## src/rtl/okvm_ram.sv

```systemverilog
// generic single-clock ram with one write port and one registered read port
module okvm_ram #(
    parameter int WIDTH = 8,
    parameter int DEPTH = 64
) (
    input  logic                     i_clk,
    input  logic                     i_we,
    input  logic [$clog2(DEPTH)-1:0] i_waddr,
    input  logic [WIDTH-1:0]         i_wdata,
    input  logic                     i_re,
    input  logic [$clog2(DEPTH)-1:0] i_raddr,
    output logic [WIDTH-1:0]         o_rdata
);

    logic [WIDTH-1:0] r_mem [DEPTH];
    logic [WIDTH-1:0] r_rdata;

    always_ff @(posedge i_clk) begin
        if (i_we) begin
            r_mem[i_waddr] <= i_wdata;
        end
        if (i_re) begin
            r_rdata <= r_mem[i_raddr];
        end
    end

    assign o_rdata = r_rdata;

endmodule

```

## config.mk

```make
export PLATFORM = sky130hd
export DESIGN_NAME = okvm_ram
export DESIGN_NICKNAME = d
export VERILOG_FILES = /design/src/rtl/okvm_ram.sv
export SDC_FILE = /design/constraint.sdc
export NUM_CORES = 1
export LEC_CHECK = 0
export ABC_AREA = 1
export ABC_CLOCK_PERIOD_IN_PS = 4450
export BUFFER_PORTS_ARGS = -buffer_cell sky130_fd_sc_hd__buf_2
export CAP_MARGIN = 20
export CORE_ASPECT_RATIO = 1.5
export CORE_MARGIN = 5
export CORE_UTILIZATION = 33
export CTS_BUF_LIST = sky130_fd_sc_hd__clkbuf_4
export DETAILED_ROUTE_END_ITERATION = 10
export SYNTH_ARGS = -nofsm -noshare
export SYNTH_HDL_FRONTEND = slang
export SYNTH_SLANG_ARGS = --single-unit
```

## constraint.sdc

```tcl
create_clock -name i_clk -period 4.45 [get_ports i_clk]
set_input_delay 0.89 -clock i_clk [delete_from_list [all_inputs] [get_ports i_clk]]
set_output_delay 0.89 -clock i_clk [all_outputs]
set_load 0.01 [all_outputs]
```

# == Word level (Yosys, flattened, before mapping) ==
# Memories as Yosys holds them, arrays and structs flattened. A register that Yosys moved wholly into a read port is not among the register bits.
# Cells that the tools add are included.
# W data, S select, Z words.
# classes
n_addsub,0
multipliers,0
div_mod_pow,0
order_cmp,0
eq_ne,0
shift,0
mux,2
bitwise_logic,0
reduce_logical,0
# ops
operator,n
$mux W1,2
# totals
regBits,0
latch_bits,0
ram_bits,512
rom_bits,0
input_bits,23
out_inout_bits,8
word_cells,3
n_memories,1
# mem_list
memory,depth,width,read_ports,rd_clocked_by_memory_dff,wr,line,text
r_mem,64,8,1,1,1,15,logic [WIDTH-1:0] r_mem [DEPTH];

# == Logic depth before layout (Yosys ltp) ==
# logic_depth
word_depth,2
depth_mapped,12
ltp_nobuf,9

# == Worst setup path before layout ==
# Ideal clock, no wire load.
# synth_path
path_kind,input -> register
from,input port i_we
to,"memory r_mem[48][0], enable pin"
setup_time_ps,395
arrival_ps,2261
t_required_ps,4055
setup_slack_ps,1794
stages,3
path_buffers,1
path_cell_list,clkbuf_1 > nand4_1 > nor4_1
# synth_via
elab_chain_cells,2
# synth_lines
element,line,text
start: declaration,7,"input logic i_we,"
$mux W1,19,if (i_we) begin
$mux W1 (implied by the code),20,r_mem[i_waddr] <= i_wdata;
end: declaration,15,
# Every way passes these cells.

# == Worst setup path after layout ==
# layout_path
from,input port i_waddr[0]
to,"memory r_mem[30][7], enable pin"
# layout_lines
element,line,text
start: declaration,8,"input logic [$clog2(DEPTH)-1:0] i_waddr,"
# Straight into the memory's write port.

==> flow_metrics.tcl <==
set metrics [dict create \
    layout_common_cells "648 x nand2_1, 520 x edfxtp_1, 439 x nand3_1" \
    crit_arrival_ps 2910 \
    postLayoutCellArea_um2 23500 \
    cp.buffers_inverters 2 \
    syn_inst 1805 \
    avgSynthCellArea_um2 11.9 \
    clkLatencyLatePin_ps 820 \
    grt_max_degree 188 \
    avgRoutedWirePerCell_um 19.5 \
    grt_pass1_vias 13953 \
    placedCellCount 2623 \
    finalWorstSetupSlack_ps 1960 \
    power_density_nw_per_um2 403 \
    coreArea_um2 64500 \
    drtIter0Drc 1118 \
    ys_seq_area_share_pct 72.9 \
    cts_root_buf "clkbuf_4" \
    cts_hold_buffers 0 \
    cts_tree "done" \
    critPathKind "in -> reg" \
    period_minus_slack_ps 2490 \
    grt_pass1_wl_um 82500 \
    rows 114 \
    via_count 13922 \
    gp_congestion 0.843 \
    fin_nets 1890 \
    critical-path-top-delay-family "simple AND/OR/NAND/NOR gates" \
    ys_warn_count 0 \
    wl_um 54800 \
    setup_viol 0 \
    dieHeight_um 322 \
    post_cts_buffers 0 \
    hold_path_class "in -> reg" \
    fin_cells 2816 \
    antenna_left 0 \
    leakage_nw 8.39 \
    track_usage_pct 15.4 \
    cts_resized 0 \
    rsz0062_at_grt "false" \
    drive_gt1_share_pct 12.2 \
    ios 31 \
    pre_cts_ws_ps 1170 \
    grt_antenna_before_repair 4 \
    crit_chain "buf_2 -> inv_1 -> nand4_1 -> nor2_1" \
    start_util_pct 33.2 \
    cts_sinks 520 \
    startpoint_type "input pin" \
    drt_pass1_iterations 5 \
    critPathCaptureType "flip-flop" \
    required_ps 4870 \
    outcome "completed" \
    place_area_um2 22200 \
    via_per_inst 4.94 \
    ys_ff_latch 520 \
    syn2layout_area_growth_pct 9.82 \
    final_common_cell "nand2_1" \
    finalMaxSlewViolations 0 \
    clk_pin_slew_ps 70 \
    critPathMaxFanout 9 \
    grt.overflow.total 0 \
    drc 0 \
    ir_drop_uv 138 \
    dpl.hpwl_um 32600 \
    crit_slowest_cell "nor2_1" \
    cpPeakStageDelay_ps 870 \
    syn_nets 1828 \
    relSlewSlack_pct 24.8 \
    clock-skew-final_ps 36.7 \
    p_total_mw 9.48 \
    worstMarginPinSlew_ps 1130 \
    finalHoldViolCount 0 \
    numCtsBuffers 111 \
    die_w_um 218 \
    cap_violations 0 \
    io_buffers 30 \
    fin_crit_sh_pct 55.9 \
    die-area_um2 70200 \
    fmax_ghz 0.402 \
    fin_setup_tns_ps 0 \
    yosysUniqueCellTypes 15 \
    cts_buffer_depth 3 \
    htree_levels 3 \
    synthesis.area_um2 21400 \
]
-- routing by layer --
metal | wire length (um) | part of all wire (%) | GRT usage, % | vias up
li1 | - | - | - | 6547
met1 | 20500 | 37 | 18.0 | 6741
met2 | 29100 | 53 | 28.0 | 514
met3 | 3220 | 5.9 | 2.80 | 118
met4 | 1940 | 3.5 | 6.12 | 2
met5 | 20 | 0.036 | 0 | -
-- report_power, final --
part           internal [mW]  leakage (nW)  switching (mW)
clock                   1.70         0.818            1.72
combinational          0.150          2.88           0.476
sequential              5.43          4.69          0.0157
total                   7.27          8.39            2.21
-- synth_stat cells --
master / instances / area (um^2)
nand2_1: 648 / 2430
edfxtp_1: 520 / 15600
nand3_1: 439 / 2200
nor2_1: 56 / 210
buf_2: 37 / 185
buf_6: 35 / 394
clkbuf_1: 15 / 56.3
buf_4: 14 / 105
buf_1: 10 / 37.5
inv_1: 10 / 37.5
nand4_1: 9 / 56.3
nor4_1: 8 / 50.1
buf_8: 2 / 30.0
inv_2: 1 / 3.75
inv_6: 1 / 8.76
-- logic make-up (layout without fill, tap and decap cells) --
family	count (synthesis)	in the layout	share of synthesized area, %
buffers and inverters	125	263	4.01
AND/OR/NAND/NOR	1160	1160	23.1
other	0	3	0
flip-flops	520	520	72.9
-- final cells by class --
type / count / area (um^2)
fill: 6410 / 40900
sequential: 520 / 15600
multi-input combinational: 1160 / 4950
clock buffer: 167 / 1250
tap: 870 / 1090
timing repair buffer: 62 / 474
clock inverter: 22 / 85.1
inverter: 12 / 52.6
antenna: 3 / 7.51
-- final timing paths --
check,from,to,slack [ps],cells past startpoint
min reg2reg,r_mem[6][4],o_rdata[4],900,8
max,i_waddr[0],r_mem[30][7],1960,4
min,i_re,o_rdata[0],460,1
max reg2reg,r_mem[51][6],o_rdata[6],2870,8
-- through the flow --
stage	utilization, %	hold slack [ps]
floorplan	-	797
global placement	34.3	899
detailed placement	34.4	913
CTS	36.4	396
global route	36.5	410
finish	36.5	455
-- flip-flops by register name, summed over array words and instances (netlist names) --
register  flops
o_rdata       8
r_mem       512
Note: power is estimated with default switching activity, not from simulation.
