File: src/rtl/okvm_pkg.sv
// shared types and codes for the ordered key-value map
package okvm_pkg;

    localparam int OP_W     = 2;
    localparam int STATUS_W = 2;
    localparam int KEY_W    = 32;
    localparam int VALUE_W  = 64;

    typedef enum logic [OP_W-1:0] {
        OP_LOOKUP = 2'd0,
        OP_UPDATE = 2'd1,
        OP_DELETE = 2'd2,
        OP_NEXT   = 2'd3
    } t_op;

    typedef enum logic [STATUS_W-1:0] {
        ST_OK        = 2'd0,
        ST_NOT_FOUND = 2'd1,
        ST_FULL      = 2'd2
    } t_status;

    // what the slot scan has seen so far
    typedef struct packed {
        logic found;       // a valid slot holds the request key
        logic free_found;  // at least one empty slot
        logic any_found;   // at least one valid slot
        logic gt_found;    // a valid key above the request key
    } t_scan_flags;

endpackage

File: src/rtl/okvm_scan.sv
// per-slot compare unit that accumulates match, free slot and minimum keys
module okvm_scan #(
    parameter int KW = 32,
    parameter int VW = 64,
    parameter int AW = 6
) (
    input  logic                  i_clk,
    input  logic                  i_rst_n,
    input  logic                  i_start,
    input  logic                  i_dv,
    input  logic [AW-1:0]         i_index,
    input  logic                  i_entry_valid,
    input  logic [KW-1:0]         i_entry_key,
    input  logic [VW-1:0]         i_entry_value,
    input  logic [KW-1:0]         i_req_key,
    output okvm_pkg::t_scan_flags o_flags,
    output logic [AW-1:0]         o_match_idx,
    output logic [VW-1:0]         o_match_value,
    output logic [AW-1:0]         o_free_idx,
    output logic [KW-1:0]         o_min_all,
    output logic [KW-1:0]         o_min_gt
);

    import okvm_pkg::*;

    t_scan_flags   r_flags;
    logic [AW-1:0] r_match_idx;
    logic [VW-1:0] r_match_value;
    logic [AW-1:0] r_free_idx;
    logic [KW-1:0] r_min_all;
    logic [KW-1:0] r_min_gt;

    logic hit;
    logic take_all;
    logic take_gt;

    assign hit      = i_entry_valid && (i_entry_key == i_req_key);
    assign take_all = i_entry_valid && (!r_flags.any_found || i_entry_key < r_min_all);
    assign take_gt  = i_entry_valid && (i_entry_key > i_req_key)
                      && (!r_flags.gt_found || i_entry_key < r_min_gt);

    always_ff @(posedge i_clk) begin
        if (!i_rst_n) begin
            r_flags <= '0;
        end else if (i_start) begin
            r_flags <= '0;
        end else if (i_dv) begin
            if (hit && !r_flags.found) begin
                r_flags.found <= 1'b1;
                r_match_idx   <= i_index;
                r_match_value <= i_entry_value;
            end
            if (!i_entry_valid && !r_flags.free_found) begin
                r_flags.free_found <= 1'b1;
                r_free_idx         <= i_index;
            end
            if (take_all) begin
                r_flags.any_found <= 1'b1;
                r_min_all         <= i_entry_key;
            end
            if (take_gt) begin
                r_flags.gt_found <= 1'b1;
                r_min_gt         <= i_entry_key;
            end
        end
    end

    assign o_flags       = r_flags;
    assign o_match_idx   = r_match_idx;
    assign o_match_value = r_match_value;
    assign o_free_idx    = r_free_idx;
    assign o_min_all     = r_min_all;
    assign o_min_gt      = r_min_gt;

endmodule

File: config.mk
export PLATFORM = sky130hd
export DESIGN_NAME = okvm_scan
export DESIGN_NICKNAME = d
export VERILOG_FILES = /design/src/rtl/okvm_pkg.sv /design/src/rtl/okvm_scan.sv
export SDC_FILE = /design/constraint.sdc
export NUM_CORES = 1
export LEC_CHECK = 0
export ABC_AREA = 1
export BUFFER_PORTS_ARGS = -buffer_cell sky130_fd_sc_hd__clkbuf_2
export CORE_AREA = 2 2 143 145
export DETAILED_ROUTE_END_ITERATION = 16
export DIE_AREA = 0 0 145 147
export GPL_ROUTABILITY_DRIVEN = 1
export SETUP_SLACK_MARGIN = 0.05
export SLEW_MARGIN = 20
export SYNTH_ARGS = -nofsm -noshare
export SYNTH_HDL_FRONTEND = slang
export SYNTH_SLANG_ARGS = --single-unit
File: constraint.sdc
create_clock -name i_clk -period 4.7 [get_ports i_clk]
set_input_delay 0 -clock i_clk [delete_from_list [all_inputs] [get_ports i_clk]]
set_output_delay 0 -clock i_clk [all_outputs]
set_load 0.05 [all_outputs]
After elaboration in Yosys (flattened, before gate mapping)

Index checks and enable logic that the tools add are counted.

Output and inout bits: 144
Bits in registers: 144

Equal/unequal tests: 1
Magnitude comparators: 3
Bitwise gates (word level): 2
Reductions and logical operators: 22

Operators with widths:

| cell                        | count |
|---|---|
| less-than comparator 32 bit | 2 |
| == test 32 bit              | 1 |
| > comparator 32 bit         | 1 |
| AND reduction 4 bit         | 4 |
| AND reduction 2 bit         | 4 |
| logical AND 1 bit           | 6 |
| zero test 1 bit             | 5 |
| logical OR 1 bit            | 2 |
| NOT 1 bit                   | 2 |
| OR reduction 2 bit          | 1 |

Longest topological paths before layout

Depth in word-level cells: 4
Depth in mapped cells: 15
Depth with buffers taken out: 15

Worst setup path after synthesis

No wires, ideal clock.

Path type: input to register
Start: input port i_req_key[31]
End: register r_match_idx[0], in the netlist o_match_idx[0], enable pin
Data required time: 4213 ps
Stages on the path: 8
Path slack: 700 ps
Library setup time: 487 ps
Buffers on the path: 0
Arrival time: 3513 ps
Cells stage by stage: inv_1 -> ha_1 -> nand2_1 -> nor2_2 -> nand4_2 -> nor2_2 -> nand2_1 -> nor3_2

Word-level cells in the longest chain between the ends: 4

Ends and longest elaborated chain:

| item                                 | RTL line        | text |
|---|---|---|
| start: declaration                   | okvm_scan.sv:15 | `input logic [KW-1:0] i_req_key,` |
| == test 32 bit                       | okvm_scan.sv:37 | `assign hit = i_entry_valid && (i_entry_key == i_req_key);` |
| logical AND 1 bit                    | okvm_scan.sv:37 |  |
| logical AND 1 bit                    | okvm_scan.sv:48 | `if (hit && !r_flags.found) begin` |
| AND reduction 4 bit (no source line) | n/a             |  |
| end signal: assignment               | okvm_scan.sv:50 | `r_match_idx <= i_index;` |
| end: declaration                     | okvm_scan.sv:27 | `logic [AW-1:0] r_match_idx;` |

Every way passes these cells.
A chain may end at the register's enable or synchronous reset.

Worst setup path in the final report

Start: input port i_entry_key[15]
End: register r_match_value[42], in the netlist o_match_value[42], enable pin

Word-level cells in the longest chain between the ends: 4

Ends and longest elaborated chain:

| item                                 | RTL line        | text |
|---|---|---|
| start: declaration                   | okvm_scan.sv:13 | `input logic [KW-1:0] i_entry_key,` |
| == test 32 bit                       | okvm_scan.sv:37 |  |
| logical AND 1 bit                    | okvm_scan.sv:37 |  |
| logical AND 1 bit                    | okvm_scan.sv:48 |  |
| AND reduction 4 bit (no source line) | n/a             |  |
| end signal: assignment               | okvm_scan.sv:51 | `r_match_value <= i_entry_value;` |
| end: declaration                     | okvm_scan.sv:28 | `logic [VW-1:0] r_match_value;` |

Every way passes these cells.

==> flow_results.org <==
** Cells and area
- Area added between synthesis and finish :: 50.98%
- Commonest non-fill, non-tap cell in the layout :: clkbuf_2
- The final layout contains 1,202 nets.
- Fraction of layout cells with a size suffix above 1 :: 33.60%
- In the layout the commonest cells are clkbuf_2 (282), edfxtp_1 (140), inv_1 (117).
- The number of antenna diodes in the final layout is 0.

** STA
- Measured against its own limit, the worst slew margin works out to 37.97%.
- Across all setup checks in the final design, the least slack found is 2.100 ns.
- The number of failing hold endpoints at the final stage was 0.
- RSZ-0062 raised after global routing :: false
- Final critical path time including I/O delays and setup :: 2.600 ns
- Maximum frequency from static timing analysis :: 384.6 MHz
- On the final layout, the worst clock skew is 0.01728 ns.
- At the pin with the least slew margin, the transition time is 0.9234 ns.
- Of the available clock period, the critical path in the final layout requires 55.32%.
- Setup TNS :: 0 ns
- Final setup violation count :: 0
- Final count of pins violating max slew :: 0

** Hold path
- Tightest Hold Check Type :: in2reg

** Floorplan
- The die covers 0.02132 sq mm.
- 283 I/O pins were placed.
- For this configuration, the core starts out at a cell density of 34.53%.
- Measured along the y axis, the die boundary spans 147 um.
- Floorplan core area :: 0.01984 sq mm
- The floorplan has 52 rows.
- From left edge to right edge, the die measures 145 um.

** Synthesis
- Synth Area per Inst :: 12.30 sq um
- Synthesized netlist net count :: 790
- Sequential cells were found to cover 62.52% of the synthesized design area.
- Register bit count reported by yosys :: 144
- Synthesis produced 557 cells.
- Post-synthesis instance area :: 0.006853 sq mm
- Count of yosys warnings during synthesis :: 0
- Counting distinct cell types in the post-synthesis netlist gives 24.

** Global route
- Overflow left after global routing :: 0
- GR Util All Layers :: 18.05%
- Initial antenna violation count :: 0
- Number of global-route vias before repair :: 5,704
- Wire length of the first global-routing pass :: 29.68 mm
- Entering global routing, the biggest net connects 72 pins.

** Run
- Across the run, the number of max-cap violations was 0.

** Drt
- First-pass detailed-route iteration total :: 4
- After detailed routing, the number of remaining DRC violations is 0.
- In the routed layout, each cell is associated on average with a via count of 4.374.
- Dividing the detail-routed wire length by the instance count gives 15.06 um.
- The routed design has 18.86 mm of wire.
- The count of nets left with antenna violations once routing finished came out at 0.
- Across all layers, the routed design uses 5,476 vias.
- The detailed router finished its first iteration with 224 violations.

** Clocking
- Root cell of the clock tree :: clkbuf_16
- Insertion delay of the later-clocked pin in the worst-skew pair :: 0.43 ns
- Number of CTS-inserted buffers :: 17
- Clock-pin slew was measured on the worst setup and hold paths at 0.07 ns.
- In this run the deepest clock path goes through 2 buffers.
- The H-tree was split into 4 levels.
- Clock tree from TritonCTS :: done
- Clock net sink count :: 144
- CTS-repair resized insts :: 0

** Pwr
- The worst-case IR drop observed on VDD is 0.1953 mV.
- Leakage :: 4.996 nW
- In this run the power spent charging and discharging nets is 0.7612 mW.
- The internal portion of the total power is 2.331 mW.
- The clock network accounts for 42.7% of the total power.
- Switching portion of total power :: 24.62%
- Power Density :: 298.8 mW/mm^2
- Reg power frac :: 46.1%
- Combinational cells account for 11.2% of the total power.
- Sum of internal, switching and leakage power :: 3.092 mW

** Worst setup path
- WP data required :: 4.74 ns
- Setup CP Type :: in2reg
- Peak fanout along the critical path :: 71
- Startpoint type of the worst setup path :: primary input
- STA classifies the critical path endpoint as a register.
- STA puts the critical path data arrival time at 2.64 ns.

** Placed design
- Final GP Congestion :: 0.7885
- Input and output buffers added on the ports amount to 282.
- Prior to clock tree synthesis, the placed netlist has a worst setup slack of 1.914 ns.
- Half-perimeter wire length of the detailed placement result :: 14.13 mm

** Status
- Status :: complete, no violations
routing by layer:
metal | GRT usage, % | share of wire, %
met5 | 0 | 0
met4 | 6.040 | 1.8
met3 | 4.752 | 5.0
met2 | 30.83 | 50
met1 | 22.34 | 43
stage by stage:
stage / hold WS [ns] / cell area (sq um) / util, % / cells
2_1_floorplan: 0.09887 / 6853 / - / 557
3_3_place_gp: 0.1765 / 8638 / 43.53 / 1110
3_5_place_dp: 0.1786 / 8666 / 43.67 / 1111
4_1_cts: 0.1467 / 10320 / 52.00 / 1251
5_1_grt: 0.2202 / 10350 / 52.14 / 1252
6_report: 0.1539 / 10350 / 52.14 / 1252
power groups by stage:
stage	Sequential, mW	Combinational (mW)	Clock (mW)
floorplan	1.49	0.116	0
global placement	1.45	0.266	0
detailed placement	1.45	0.275	0
CTS	1.43	0.349	1.36
global route	1.43	0.390	1.40
finish	1.43	0.346	1.32
layout make-up:
type	count	area, sq um
flip-flops and latches	144	4284
fillers	1809	9498
inverters	119	446.7
repair buffers	393	2555
well taps	270	337.8
clock buffers	18	429.2
multi-input cells	294	2151
clock inverters	14	142.6
worst max-delay path, stage by stage:
cell and delay, ns:
dlygate4sd3_1 0.54, clkbuf_2 0.17, ha_1 0.34, nand4_1 0.27
nor3_4 0.32, nand2_1 0.12, nor3_4 0.11, buf_4 0.71
timing repair:
action                    CTS  global route
hold buffers              108             0
buffers inserted            0             0
hold endpoints to repair  144             0
logic make-up (layout without fill, tap and decap cells):
group	Yosys count	in the layout	synth area share [%]
AOI/OAI and AO/OA	69	69	5.222
adders and majority gates	94	94	17.16
buffers and inverters	119	544	6.518
DFF	144	144	62.52
and+or+nand+nor	131	131	8.582
path summary, 6_finish.rpt:
check | cells past startpoint | slack [ns] | to | startpoint
hold / removal | 4 | 0.15 | o_free_idx[3] | i_entry_valid
setup reg to reg | 12 | 2.16 | o_min_all[8] | o_min_all[5]
hold reg to reg | 2 | 0.57 | o_flags[0] | o_flags[0]
setup / recovery | 8 | 2.10 | o_match_value[42] | i_entry_key[15]
state kept, by name (all words and copies together), names as in the netlist:
signal	count
o_match_value	64
o_free_idx	6
o_match_idx	6
o_min_all	32
o_min_gt	32
o_flags	4
synth_stat cells:
library cell	n	area, sq um
edfxtp_1	140	4204
nor4_1	1	6.260
nand4_1	4	25.02
o21a_1	3	22.52
nand4_2	3	37.54
inv_1	117	439.2
o211ai_1	1	7.510
nand3_2	1	10.01
nand3_1	5	25.02
o21ai_0	11	55.05
nor2_4	1	11.26
dfxtp_1	4	80.08
nand3b_1	1	7.510
nor2_2	3	18.77
inv_2	2	7.510
a21o_1	1	7.510
nor3_1	6	30.03
ha_1	94	1176
o21ai_1	2	10.01
a21oi_1	51	255.2
nor2_1	19	71.32
nor3_4	1	16.27
nor3_2	1	10.01
nand2_1	85	319.1
Note: power is estimated with default switching activity, not from simulation.
